File: src/swfs_pkg.sv
// swfs_pkg: types and constants shared by the stop-and-wait file sender
// no dependencies; compiled first
package swfs_pkg;

  localparam int unsigned FILE_SIZE_W = 24;
  localparam int unsigned RETRY_W     = 4;
  localparam int unsigned BLOCK_W     = 16;
  localparam int unsigned BYTES_W     = 9;

  localparam logic [BYTES_W-1:0] BLOCK_BYTES = 9'd500;

  // file_size / 500 == (file_size >> 2) / 125, done as a reciprocal multiply
  localparam int unsigned RECIP_PRE   = 2;
  localparam int unsigned RECIP_IN_W  = FILE_SIZE_W - RECIP_PRE;
  localparam int unsigned RECIP_MUL_W = 23;
  localparam int unsigned RECIP_SHIFT = 29;
  localparam int unsigned RECIP_PROD_W = RECIP_IN_W + RECIP_MUL_W;
  localparam logic [RECIP_MUL_W-1:0] RECIP_MUL = 23'd4294968;

  localparam logic [RETRY_W-1:0] MAX_RETRIES_RST = 4'd10;

  localparam logic CFG_FILE_SIZE   = 1'b0;
  localparam logic CFG_MAX_RETRIES = 1'b1;

  localparam logic [2:0] CMD_START   = 3'd0;
  localparam logic [2:0] CMD_ACK     = 3'd1;
  localparam logic [2:0] CMD_ERROR   = 3'd2;
  localparam logic [2:0] CMD_TIMEOUT = 3'd3;

  localparam logic [15:0] ERR_BUSY   = 16'd1;
  localparam logic [15:0] ERR_EXISTS = 16'd2;

  typedef enum logic [1:0] {
    PH_IDLE,
    PH_REQ,
    PH_XFER,
    PH_STOP
  } phase_t;

  typedef enum logic [3:0] {
    ACT_NONE     = 4'd0,
    ACT_REQUEST  = 4'd1,
    ACT_DATA     = 4'd2,
    ACT_RESEND   = 4'd3,
    ACT_COMPLETE = 4'd4,
    ACT_NOREPLY  = 4'd5,
    ACT_RETRIES  = 4'd6,
    ACT_BUSY     = 4'd7,
    ACT_EXISTS   = 4'd8,
    ACT_UNKNOWN  = 4'd9
  } action_t;

  typedef struct packed {
    logic [2:0]  cmd;
    logic [15:0] ack_block;
    logic [15:0] error_code;
  } in_item_t;

  typedef struct packed {
    action_t             action;
    logic [BLOCK_W-1:0]  block_number;
    logic [BYTES_W-1:0]  byte_count;
    logic [15:0]         packets_sent;
    logic                finished;
  } out_item_t;

  typedef struct packed {
    logic [BLOCK_W-1:0] full_blocks;
    logic [BYTES_W-1:0] tail_bytes;
  } split_t;

endpackage

File: src/swfs_stream_if.sv
// swfs_stream_if: valid/ready channel carrying one payload per transaction
// payload type is set by the instantiating module
interface swfs_stream_if #(
  parameter type payload_t = logic
) ();
  logic     valid;
  logic     ready;
  payload_t data;

  modport source (output valid, output data, input ready);
  modport sink   (input valid, input data, output ready);
endinterface

File: src/stop_and_wait_file_sender.sv
// stop_and_wait_file_sender: top level, input register, core and result register
// depends on swfs_pkg, swfs_stream_if, swfs_split, swfs_core
//
//   port      dir   transaction
//   in_ch     sink  one event: cmd, ack_block, error_code
//   out_ch    src   one action per event: action, block, bytes, count, finished
//   cfg_*     in    register write on cfg_we, no read-back
//
// one event per cycle sustained while out_ch.ready stays high
// the event is latched, decoded by the state machine and the result registered
// a stalled result holds the result register and one more event can be latched
// synchronous active-low reset; no clearing pass
module stop_and_wait_file_sender (
  input  logic                              clk,
  input  logic                              rst_n,
  input  logic                              cfg_we,
  input  logic                              cfg_index,
  input  logic [swfs_pkg::FILE_SIZE_W-1:0]  cfg_data,
  swfs_stream_if.sink                       in_ch,
  swfs_stream_if.source                     out_ch
);

  logic                          s1_valid_r, s1_valid_nxt;
  swfs_pkg::in_item_t            s1_data_r;
  logic                          out_valid_r, out_valid_nxt;
  swfs_pkg::out_item_t           out_data_r;
  logic                          advance;
  logic                          fire;
  logic                          in_take;
  logic [swfs_pkg::RETRY_W-1:0]  max_retries;
  swfs_pkg::split_t              split;
  swfs_pkg::out_item_t           result;

  swfs_split u_split (
    .clk         (clk),
    .rst_n       (rst_n),
    .cfg_we      (cfg_we),
    .cfg_index   (cfg_index),
    .cfg_data    (cfg_data),
    .max_retries (max_retries),
    .split       (split)
  );

  swfs_core u_core (
    .clk         (clk),
    .rst_n       (rst_n),
    .fire        (fire),
    .item        (s1_data_r),
    .max_retries (max_retries),
    .split       (split),
    .result      (result)
  );

  assign advance     = !out_valid_r || out_ch.ready;
  assign fire        = s1_valid_r && advance;
  assign in_ch.ready = !s1_valid_r || advance;
  assign in_take     = in_ch.valid && in_ch.ready;

  always_comb begin
    s1_valid_nxt = s1_valid_r;
    if (in_take) begin
      s1_valid_nxt = 1'b1;
    end else if (fire) begin
      s1_valid_nxt = 1'b0;
    end
    out_valid_nxt = out_valid_r;
    if (fire) begin
      out_valid_nxt = 1'b1;
    end else if (out_ch.ready) begin
      out_valid_nxt = 1'b0;
    end
  end

  always_ff @(posedge clk) begin
    if (!rst_n) begin
      s1_valid_r  <= 1'b0;
      out_valid_r <= 1'b0;
    end else begin
      s1_valid_r  <= s1_valid_nxt;
      out_valid_r <= out_valid_nxt;
    end
  end

  always_ff @(posedge clk) begin
    if (in_take) begin
      s1_data_r <= in_ch.data;
    end
    if (fire) begin
      out_data_r <= result;
    end
  end

  assign out_ch.valid = out_valid_r;
  assign out_ch.data  = out_data_r;

endmodule

File: src/swfs_split.sv
// swfs_split: configuration registers and the file size split into blocks
// depends on swfs_pkg
module swfs_split (
  input  logic                                clk,
  input  logic                                rst_n,
  input  logic                                cfg_we,
  input  logic                                cfg_index,
  input  logic [swfs_pkg::FILE_SIZE_W-1:0]    cfg_data,
  output logic [swfs_pkg::RETRY_W-1:0]        max_retries,
  output swfs_pkg::split_t                    split
);

  logic [swfs_pkg::FILE_SIZE_W-1:0]  file_size_r;
  logic [swfs_pkg::RETRY_W-1:0]      max_retries_r;
  logic [swfs_pkg::BLOCK_W-1:0]      quot_r;
  logic [swfs_pkg::BLOCK_W-1:0]      quot_nxt;
  logic [swfs_pkg::RECIP_PROD_W-1:0] recip_prod;
  logic [swfs_pkg::BYTES_W-1:0]      quot_low_prod;

  // quotient is taken from the write data so it is ready with file_size_r
  assign recip_prod = swfs_pkg::RECIP_PROD_W'(cfg_data[swfs_pkg::FILE_SIZE_W-1:
                                                        swfs_pkg::RECIP_PRE])
                    * swfs_pkg::RECIP_PROD_W'(swfs_pkg::RECIP_MUL);
  assign quot_nxt   = recip_prod[swfs_pkg::RECIP_SHIFT +: swfs_pkg::BLOCK_W];

  always_ff @(posedge clk) begin
    if (!rst_n) begin
      file_size_r   <= '0;
      max_retries_r <= swfs_pkg::MAX_RETRIES_RST;
      quot_r        <= '0;
    end else if (cfg_we) begin
      unique case (cfg_index)
        swfs_pkg::CFG_FILE_SIZE: begin
          file_size_r <= cfg_data;
          quot_r      <= quot_nxt;
        end
        swfs_pkg::CFG_MAX_RETRIES: begin
          max_retries_r <= cfg_data[swfs_pkg::RETRY_W-1:0];
        end
        default: ;
      endcase
    end
  end

  // remainder only needs its low bits, since it is below one block
  assign quot_low_prod = swfs_pkg::BYTES_W'(quot_r[swfs_pkg::BYTES_W-1:0]
                                            * swfs_pkg::BLOCK_BYTES);

  assign split.full_blocks = quot_r;
  assign split.tail_bytes  = file_size_r[swfs_pkg::BYTES_W-1:0] - quot_low_prod;
  assign max_retries       = max_retries_r;

endmodule

File: src/swfs_core.sv
// swfs_core: transfer state machine, one event per enabled cycle
// depends on swfs_pkg; split values come from swfs_split
module swfs_core (
  input  logic                          clk,
  input  logic                          rst_n,
  input  logic                          fire,
  input  swfs_pkg::in_item_t            item,
  input  logic [swfs_pkg::RETRY_W-1:0]  max_retries,
  input  swfs_pkg::split_t              split,
  output swfs_pkg::out_item_t           result
);

  swfs_pkg::phase_t                phase_r, phase_nxt;
  logic [swfs_pkg::BLOCK_W-1:0]    cur_blk_r, cur_blk_nxt;
  logic [swfs_pkg::RETRY_W-1:0]    retry_r, retry_nxt;
  logic [15:0]                     sent_r, sent_nxt;
  logic [swfs_pkg::BLOCK_W-1:0]    full_r, full_nxt;
  logic [swfs_pkg::BYTES_W-1:0]    tail_r, tail_nxt;
  logic                            last_sent_r, last_sent_nxt;
  logic                            started_r, started_nxt;

  logic [swfs_pkg::BLOCK_W-1:0]    full_eff;
  logic [swfs_pkg::BYTES_W-1:0]    tail_eff;
  logic [swfs_pkg::BLOCK_W-1:0]    blk_inc;
  logic                            retry_path;
  logic                            count_pkt;
  swfs_pkg::action_t               act;
  logic [swfs_pkg::BLOCK_W-1:0]    blk;
  logic [swfs_pkg::BYTES_W-1:0]    bytes;

  always_ff @(posedge clk) begin
    if (!rst_n) begin
      phase_r     <= swfs_pkg::PH_IDLE;
      cur_blk_r   <= '0;
      retry_r     <= '0;
      sent_r      <= '0;
      full_r      <= '0;
      tail_r      <= '0;
      last_sent_r <= 1'b0;
      started_r   <= 1'b0;
    end else if (fire) begin
      phase_r     <= phase_nxt;
      cur_blk_r   <= cur_blk_nxt;
      retry_r     <= retry_nxt;
      sent_r      <= sent_nxt;
      full_r      <= full_nxt;
      tail_r      <= tail_nxt;
      last_sent_r <= last_sent_nxt;
      started_r   <= started_nxt;
    end
  end

  assign full_eff = started_r ? full_r : split.full_blocks;
  assign tail_eff = started_r ? tail_r : split.tail_bytes;
  assign blk_inc  = cur_blk_r + 16'd1;

  always_comb begin
    phase_nxt     = phase_r;
    cur_blk_nxt   = cur_blk_r;
    retry_nxt     = retry_r;
    full_nxt      = full_r;
    tail_nxt      = tail_r;
    last_sent_nxt = last_sent_r;
    started_nxt   = started_r;
    retry_path    = 1'b0;
    count_pkt     = 1'b0;
    act           = swfs_pkg::ACT_NONE;
    blk           = '0;
    bytes         = '0;

    unique case (phase_r) inside
      swfs_pkg::PH_IDLE: begin
        if (item.cmd == swfs_pkg::CMD_START) begin
          phase_nxt = swfs_pkg::PH_REQ;
          act       = swfs_pkg::ACT_REQUEST;
        end
      end
      swfs_pkg::PH_REQ, swfs_pkg::PH_XFER: begin
        unique case (item.cmd)
          swfs_pkg::CMD_ACK: begin
            phase_nxt = swfs_pkg::PH_XFER;
            if (!started_r) begin
              full_nxt    = split.full_blocks;
              tail_nxt    = split.tail_bytes;
              started_nxt = 1'b1;
            end
            if (item.ack_block == cur_blk_r) begin
              if (last_sent_r) begin
                phase_nxt = swfs_pkg::PH_STOP;
                act       = swfs_pkg::ACT_COMPLETE;
              end else begin
                cur_blk_nxt = blk_inc;
                if (blk_inc <= full_eff) begin
                  bytes = swfs_pkg::BLOCK_BYTES;
                  if (tail_eff == '0 && blk_inc == full_eff) begin
                    last_sent_nxt = 1'b1;
                  end
                end else begin
                  bytes         = tail_eff;
                  last_sent_nxt = 1'b1;
                end
                blk       = blk_inc;
                retry_nxt = '0;
                count_pkt = 1'b1;
                act       = swfs_pkg::ACT_DATA;
              end
            end else begin
              retry_path = 1'b1;
            end
          end
          swfs_pkg::CMD_ERROR: begin
            phase_nxt = swfs_pkg::PH_STOP;
            if (item.error_code == swfs_pkg::ERR_BUSY) begin
              act = swfs_pkg::ACT_BUSY;
            end else if (item.error_code == swfs_pkg::ERR_EXISTS) begin
              act = swfs_pkg::ACT_EXISTS;
            end else begin
              act = swfs_pkg::ACT_UNKNOWN;
            end
          end
          swfs_pkg::CMD_TIMEOUT: begin
            if (phase_r == swfs_pkg::PH_REQ) begin
              phase_nxt = swfs_pkg::PH_STOP;
              act       = swfs_pkg::ACT_NOREPLY;
            end else begin
              retry_path = 1'b1;
            end
          end
          default: ;
        endcase

        // resend the held packet or give up
        if (retry_path) begin
          if (retry_r >= max_retries) begin
            phase_nxt = swfs_pkg::PH_STOP;
            act       = swfs_pkg::ACT_RETRIES;
          end else begin
            retry_nxt = retry_r + 4'd1;
            count_pkt = 1'b1;
            act       = swfs_pkg::ACT_RESEND;
          end
        end
      end
      swfs_pkg::PH_STOP: ;
      default: ;
    endcase

    sent_nxt = (count_pkt && sent_r != 16'hFFFF) ? sent_r + 16'd1 : sent_r;

    result.action       = act;
    result.block_number = blk;
    result.byte_count   = bytes;
    result.packets_sent = sent_nxt;
    result.finished     = (phase_nxt == swfs_pkg::PH_STOP);
  end

endmodule

File: src/flat_wrapper.sv
// flat-port wrapper written by rule: the top's interface ports become plain ports
module stop_and_wait_file_sender_flat 
  (clk, rst_n, cfg_we, cfg_index, cfg_data, in_ch_valid, in_ch_data, in_ch_ready, out_ch_valid, out_ch_data, out_ch_ready);
  swfs_stream_if #(.payload_t(swfs_pkg::in_item_t)) in_ch_i ();
  swfs_stream_if #(.payload_t(swfs_pkg::out_item_t)) out_ch_i ();
  input  logic clk;
  input  logic rst_n;
  input  logic cfg_we;
  input  logic cfg_index;
  input  logic [swfs_pkg::FILE_SIZE_W-1:0] cfg_data;
  input wire logic [$bits(in_ch_i.valid)-1:0] in_ch_valid;
  input wire logic [$bits(in_ch_i.data)-1:0] in_ch_data;
  output wire logic [$bits(in_ch_i.ready)-1:0] in_ch_ready;
  output wire logic [$bits(out_ch_i.valid)-1:0] out_ch_valid;
  output wire logic [$bits(out_ch_i.data)-1:0] out_ch_data;
  input wire logic [$bits(out_ch_i.ready)-1:0] out_ch_ready;
  assign in_ch_i.valid = in_ch_valid;
  assign in_ch_i.data = in_ch_data;
  assign in_ch_ready = in_ch_i.ready;
  assign out_ch_valid = out_ch_i.valid;
  assign out_ch_data = out_ch_i.data;
  assign out_ch_i.ready = out_ch_ready;
  stop_and_wait_file_sender u_core (.clk(clk), .rst_n(rst_n), .cfg_we(cfg_we), .cfg_index(cfg_index), .cfg_data(cfg_data), .in_ch(in_ch_i), .out_ch(out_ch_i));
endmodule
File: config.mk
export PLATFORM = sky130hd
export DESIGN_NAME = stop_and_wait_file_sender_flat
export DESIGN_NICKNAME = d
export VERILOG_FILES = /design/src/swfs_pkg.sv /design/src/swfs_stream_if.sv /design/src/stop_and_wait_file_sender.sv /design/src/swfs_split.sv /design/src/swfs_core.sv /design/src/flat_wrapper.sv
export SDC_FILE = /design/constraint.sdc
export NUM_CORES = 1
export LEC_CHECK = 0
export CAP_MARGIN = 15
export CORE_ASPECT_RATIO = 1.4
export CORE_UTILIZATION = 44
export DETAILED_ROUTE_END_ITERATION = 16
export DONT_BUFFER_PORTS = 1
export PLACE_DENSITY = 0.7
export SKIP_CTS_REPAIR_TIMING = 1
export SLEW_MARGIN = 25
export SYNTH_ARGS = -nofsm -noshare
export SYNTH_HDL_FRONTEND = slang
export SYNTH_SLANG_ARGS = --single-unit
export TNS_END_PERCENT = 10
File: constraint.sdc
create_clock -name clk -period 8.4 [get_ports clk]
set_input_delay 1.68 -clock clk [delete_from_list [all_inputs] [get_ports clk]]
set_output_delay 1.68 -clock clk [all_outputs]
set_load 0.02 [all_outputs]
== Yosys cells after proc, flatten, opt, wreduce, memory -nomap -nowiden ==
Cells that the tools add are included.
Storage, ports and cells
  register bits after elaboration: 177
  input bits: 65
  logic and storage cells: 112
Operators by class
  reductions and logical operators: 22
  magnitude comparators: 2
  multiplexer cells: 44
  bitwise operators: 5
  multipliers: 2
  equality and inequality tests: 11
  $add $sub $neg: 4
Operators by type and width (count)
  $mul A22 B20 Y42 const B: 1
  $add A16 B1 Y16 const B: 2
  $eq A16 B16 Y1: 2
  $mux W16: 2
  $mux W4: 7
  $mux W1: 20
  $mux W9: 2
  $eq A16 B1 Y1 const B: 1
  $eq A16 B2 Y1 const B: 1
  $le A16 B16 Y1: 1
  $ne A16 B16 Y1 const B: 1
  $mux W3: 4
  $pmux W4 S3: 1
  $logic_not A9 Y1: 1
  $mul A9 B7 Y7 const B: 1
  $sub A9 B9 Y9: 1
  $mux W2: 4
  $pmux W4 S2: 1
  $eq A3 B2 Y1 const B: 2
  $pmux W2 S3: 1
  $reduce_and A2 Y1: 3
  $not A1 Y1: 5
  $reduce_and A5 Y1: 1
  $reduce_or A5 Y1: 1
  other kinds (17): 24

== Longest topological paths before layout ==
  depth in word-level cells: 8
  gate-level depth with buffers: 20
  gate-level depth less buffers: 20

== Modules after synthesis ==
A second synthesis with hierarchy kept.
Unflattened totals
  cells, all modules: 1462
  area total of the unflattened synthesis: 14555.2 µm²
Modules (own cells, without submodules)
  swfs_split: cells an instance 786, area an instance 7350.8 µm², times used 1
  swfs_core: cells an instance 586, area an instance 4668.2 µm², times used 1
  stop_and_wait_file_sender: cells an instance 90, area an instance 2536.2 µm², times used 1

== Worst setup path before layout ==
Ideal clock, no wire load.
  path type: input-to-reg
  from: in cfg_data[8] (netlist bit)
  to: reg u_core.u_split.quot_r[5] (netlist bit)
  setup slack: 1.609 ns
  buffers on the path: 0
  arrival: 6.668 ns
  cell stages on the path: 20
  library setup time: 0.122 ns
  cell sequence: ha_1 ha_1 fa_1 inv_1 fa_1 inv_1 fa_1 fa_1 inv_1 fa_1 inv_1 ha_1 nand4_1 nor4_1 a2111oi_0 and3_1 o21a_1 o31ai_1 a21oi_1 nand3b_1
On the way
  word-level cells in the longest chain between the ends: 1
RTL lines
  start: declaration: line flat_wrapper.sv:10  | input logic [swfs_pkg::FILE_SIZE_W-1:0] cfg_data;
  $mul A22 B20 Y42: line swfs_split.sv:23  | * swfs_pkg::RECIP_PROD_W'(swfs_pkg::RECIP_MUL);
  end signal: assignment: line swfs_split.sv:35  | quot_r <= quot_nxt;
  end: declaration: line swfs_split.sv:15  | logic [swfs_pkg::BLOCK_W-1:0] quot_r;
Every way passes these cells.
A chain may end at the register's enable or synchronous reset.

== Worst setup path after layout ==
  from: in cfg_data[3] (netlist bit)
  to: reg u_core.u_split.quot_r[8] (netlist bit)
The elaborated chain is that of the path after synthesis.

==> results.txt <==
starting density of the core -> 44.5%
Die Width -> 155 um
final std cells w/o fill -> 1903
Synthesis Warnings -> 0
htree depth -> 4
RSZ-0062 raised after global routing -> no
number of global-route vias before repair -> 10439
number of synthesized flops with an enable pin -> 81
status -> complete, no violations
Routability Congestion -> 0.963
CTS tree -> yes
port bufs -> 0
minimum clock period -> 6.79 ns
Fmax achieved -> 147 MHz
clk sink count -> 177
P_leak -> 0.00676 uW
final net count -> 1839
Max FO, Critical Path -> 7
max-slew violations -> 0
WHS Endpoint -> u_core.u_split.file_size_r[2]$_SDFFE_PN0P_
Avg WL per Cell -> 16.4 um
CTS Buffer Depth -> 2
Seq/Total Area, Yosys -> 30.3%
Post-route DRC -> 0
row count -> 78
worst skew pair latency -> 0.44 ns
Area Overhead vs Synth -> 7.20%
Hold Vio Cnt, Final -> 0
Worst-path clk slew -> 0.07 ns
FF-to-FF setup slack -> 4.26 ns
Tightest Pin Transition -> 0.844 ns
CTS Buf Count -> 17
CP startpoint kind -> input pin
DIE HEIGHT -> 216 um
DR vias -> 10034
placed cells -> 1871
Finished Cell Area -> 0.0154 mm2
ys flop type -> dfxtp_1
data arrival time of the worst path -> 7.13 ns
synthesized flop and latch total -> 177
antenna viol nets, final -> 0
period utilisation layout -> 80.9%
Remaining Overflow, GRT -> 0
Reg-to-Reg End -> u_core.u_core.last_sent_r$_SDFFE_PN0P_
Core Box Area -> 0.0323 mm2
Mapped Cells -> 1463
layout cells sized above 1 -> 3.69%
worst hold stages -> 2
GR Util All Layers -> 19.3%
endpoints failing setup -> 0
Mapped Area -> 0.0144 mm2
Crit Path Category -> in -> reg
CTS root buf -> clkbuf_16
reg2reg start -> u_core.u_split.quot_r[1]$_SDFFE_PN0P_
setup TNS -> 0 ns
placed wire-length estimate -> 25.2 mm
async set-or-reset flop fraction in the synthesized netlist -> 0%
synth unique cells -> 61
worst hold path class -> reg -> reg
crit path capture type -> flip-flop
worst hold path startpoint -> u_core.u_split.file_size_r[2]$_SDFFE_PN0P_
max-cap violation count -> 0
syn_nets -> 1852
slew margin rel. -> 43.7%
syn avg cell area -> 9.84 um2
Vias/cell -> 5.27
first-pass GRT wire length -> 50.8 mm
initial antenna violation count -> 0
# diodes -> 0
TritonRoute pass-1 iters -> 5
placed standard-cell area -> 0.0148 mm2
Die ar. -> 0.0334 mm2
CP required -> 8.74 ns
Initial DRC Count -> 427
Top Ports -> 113
Cell Pwr Density -> 284 mW/mm2
reg2reg path depth -> 14
DRT Wirelength -> 31.1 mm
largest net degree at the start of global routing -> 57
Peak VDD IR -> 0.000219 V
clk_skew -> 0.00919 ns
[power breakdown]
part / internal (uW) / switching, uW / total [uW]
Sequential: 948 / 50.7 / 998
Combinational: 1090 / 1500 / 2580
Clock: 464 / 330 / 794
[layout by cell type, fill, tap and decap left out, types with 12 or more instances in the layout]
master / Yosys / routed
nor4_1: 12 / 12
xnor2_1: 53 / 53
and3_1: 15 / 15
fa_1: 101 / 101
inv_1: 245 / 244
edfxtp_1: 81 / 81
nor2_1: 74 / 74
dfxtp_1: 96 / 96
a211oi_1: 29 / 29
nor3_1: 14 / 13
nor2b_1: 22 / 22
o21a_1: 14 / 14
xor2_1: 22 / 22
nand3_1: 43 / 43
mux2i_1: 27 / 27
ha_1: 223 / 223
a21oi_1: 74 / 74
nand2_1: 98 / 98
clkbuf_16: 0 / 17
o21ai_0: 35 / 35
nand2b_1: 15 / 15
nand4_1: 24 / 24
a21o_1: 13 / 13
[state kept, by name, summed over array words and instances, names as in the netlist]
name and flops:
u_core.u_split.max_retries 4, u_core.u_core.started_r 1, u_core.s1_data_r 35, u_core.u_split.file_size_r 9
u_core.u_core.phase_r 2, u_core.u_split.quot_r 16, u_core.out_ch.data 46, u_core.out_ch.valid 1
u_core.u_core.last_sent_r 1, u_core.s1_valid_r 1, u_core.u_core.sent_r 16, u_core.u_core.full_r 16
u_core.u_core.cur_blk_r 16, u_core.u_core.tail_r 9, u_core.u_core.retry_r 4
[cells by family (layout without fill, tap and decap cells)]
family / Yosys count / after routing / synth area share [%]
adder cells (fa/ha/maj): 324 / 324 / 33.4
XOR/XNOR: 75 / 75 / 4.57
buffers and inverters: 284 / 284 / 7.52
AO/OA/AOI/OAI: 215 / 215 / 9.49
AND/OR/NAND/NOR: 359 / 359 / 12.7
flip-flops: 177 / 177 / 30.3
multiplexers: 29 / 29 / 2.03
[final cells by class]
cell class	instances	area, um2
Clock inverter	15	166
Sequential cell	177	4350
Inverter	246	926
Tap cell	440	551
Clock buffer	17	425
Fill cell	2976	16900
Timing Repair Buffer	6	45.0
Multi-Input combinational cell	1002	8960
[per-stage QoR]
step                      total power (uW)  utilization, %  setup slack, ns  hold WS (ns)
final                                 4380            47.7             1.61         0.463
after global routing                  4770            47.7             1.21         0.488
after CTS                             4380            47.7             1.68         0.459
after detailed placement              3570            45.9             1.22         0.450
after global placement                3490            45.9             1.34         0.443
after floorplan                       2960               -             1.61         0.431
[Yosys cell counts (all sizes together), types with 6 or more instances]
| cell type | instances | area [um2] |
|---|---|---|
| fa | 101 | 2020 |
| buf | 6 | 38.8 |
| ha | 223 | 2790 |
| and3 | 17 | 116 |
| dfxtp | 96 | 1920 |
| o31ai | 8 | 60.1 |
| o21ai | 35 | 175 |
| xnor2 | 53 | 464 |
| a21o | 13 | 97.6 |
| nand3 | 43 | 215 |
| nor2b | 22 | 138 |
| a211oi | 29 | 218 |
| nor3b | 6 | 45.0 |
| mux2i | 27 | 270 |
| nor3 | 16 | 90.1 |
| inv | 245 | 920 |
| or3 | 8 | 50.1 |
| nand2b | 15 | 93.8 |
| o211ai | 6 | 45.0 |
| nor4 | 14 | 118 |
| nand2 | 98 | 368 |
| nand4 | 24 | 150 |
| o21a | 14 | 105 |
| edfxtp | 81 | 2430 |
| xor2 | 22 | 193 |
| and2 | 8 | 50.1 |
| a21oi | 74 | 370 |
| nor2 | 74 | 278 |
| a31oi | 8 | 50.1 |
| clkbuf | 32 | 120 |
[how the worst max path moves through the flow]
stage | from | to | cells past startpoint
after global routing | cfg_data[3] | u_core.u_split.quot_r[10]$_SDFFE_PN0P_ | 20
after floorplan | cfg_data[8] | u_core.u_split.quot_r[5]$_SDFFE_PN0P_ | 20
after CTS | cfg_data[3] | u_core.u_split.quot_r[13]$_SDFFE_PN0P_ | 20
after global placement | cfg_data[3] | u_core.u_split.quot_r[13]$_SDFFE_PN0P_ | 20
final | cfg_data[3] | u_core.u_split.quot_r[8]$_SDFFE_PN0P_ | 20
after detailed placement | cfg_data[3] | u_core.u_split.quot_r[8]$_SDFFE_PN0P_ | 20
[routing by layer]
layer	share of wire (%)	up-vias	GRT usage, %
met5	0	-	0
met4	3.8	0	9.27
met3	4.5	72	3.90
met2	51	213	34.8
met1	41	4819	21.6
li1	-	4930	-
[critical path, cell delays in order]
cell and delay, ns:
ha_1 0.26, ha_1 0.15, inv_1 0.06, fa_1 0.54, inv_1 0.05, ha_1 0.31
fa_1 0.55, inv_1 0.06, fa_1 0.49, fa_1 0.52, inv_1 0.04, ha_1 0.33
nand4_1 0.17, nor2_1 0.17, o21ai_0 0.13, a221oi_1 0.68, o21ai_0 0.28, a21boi_0 0.38
o31ai_1 0.11, and2_1 0.16
No activity file was read; power rests on OpenSTA's default activity.
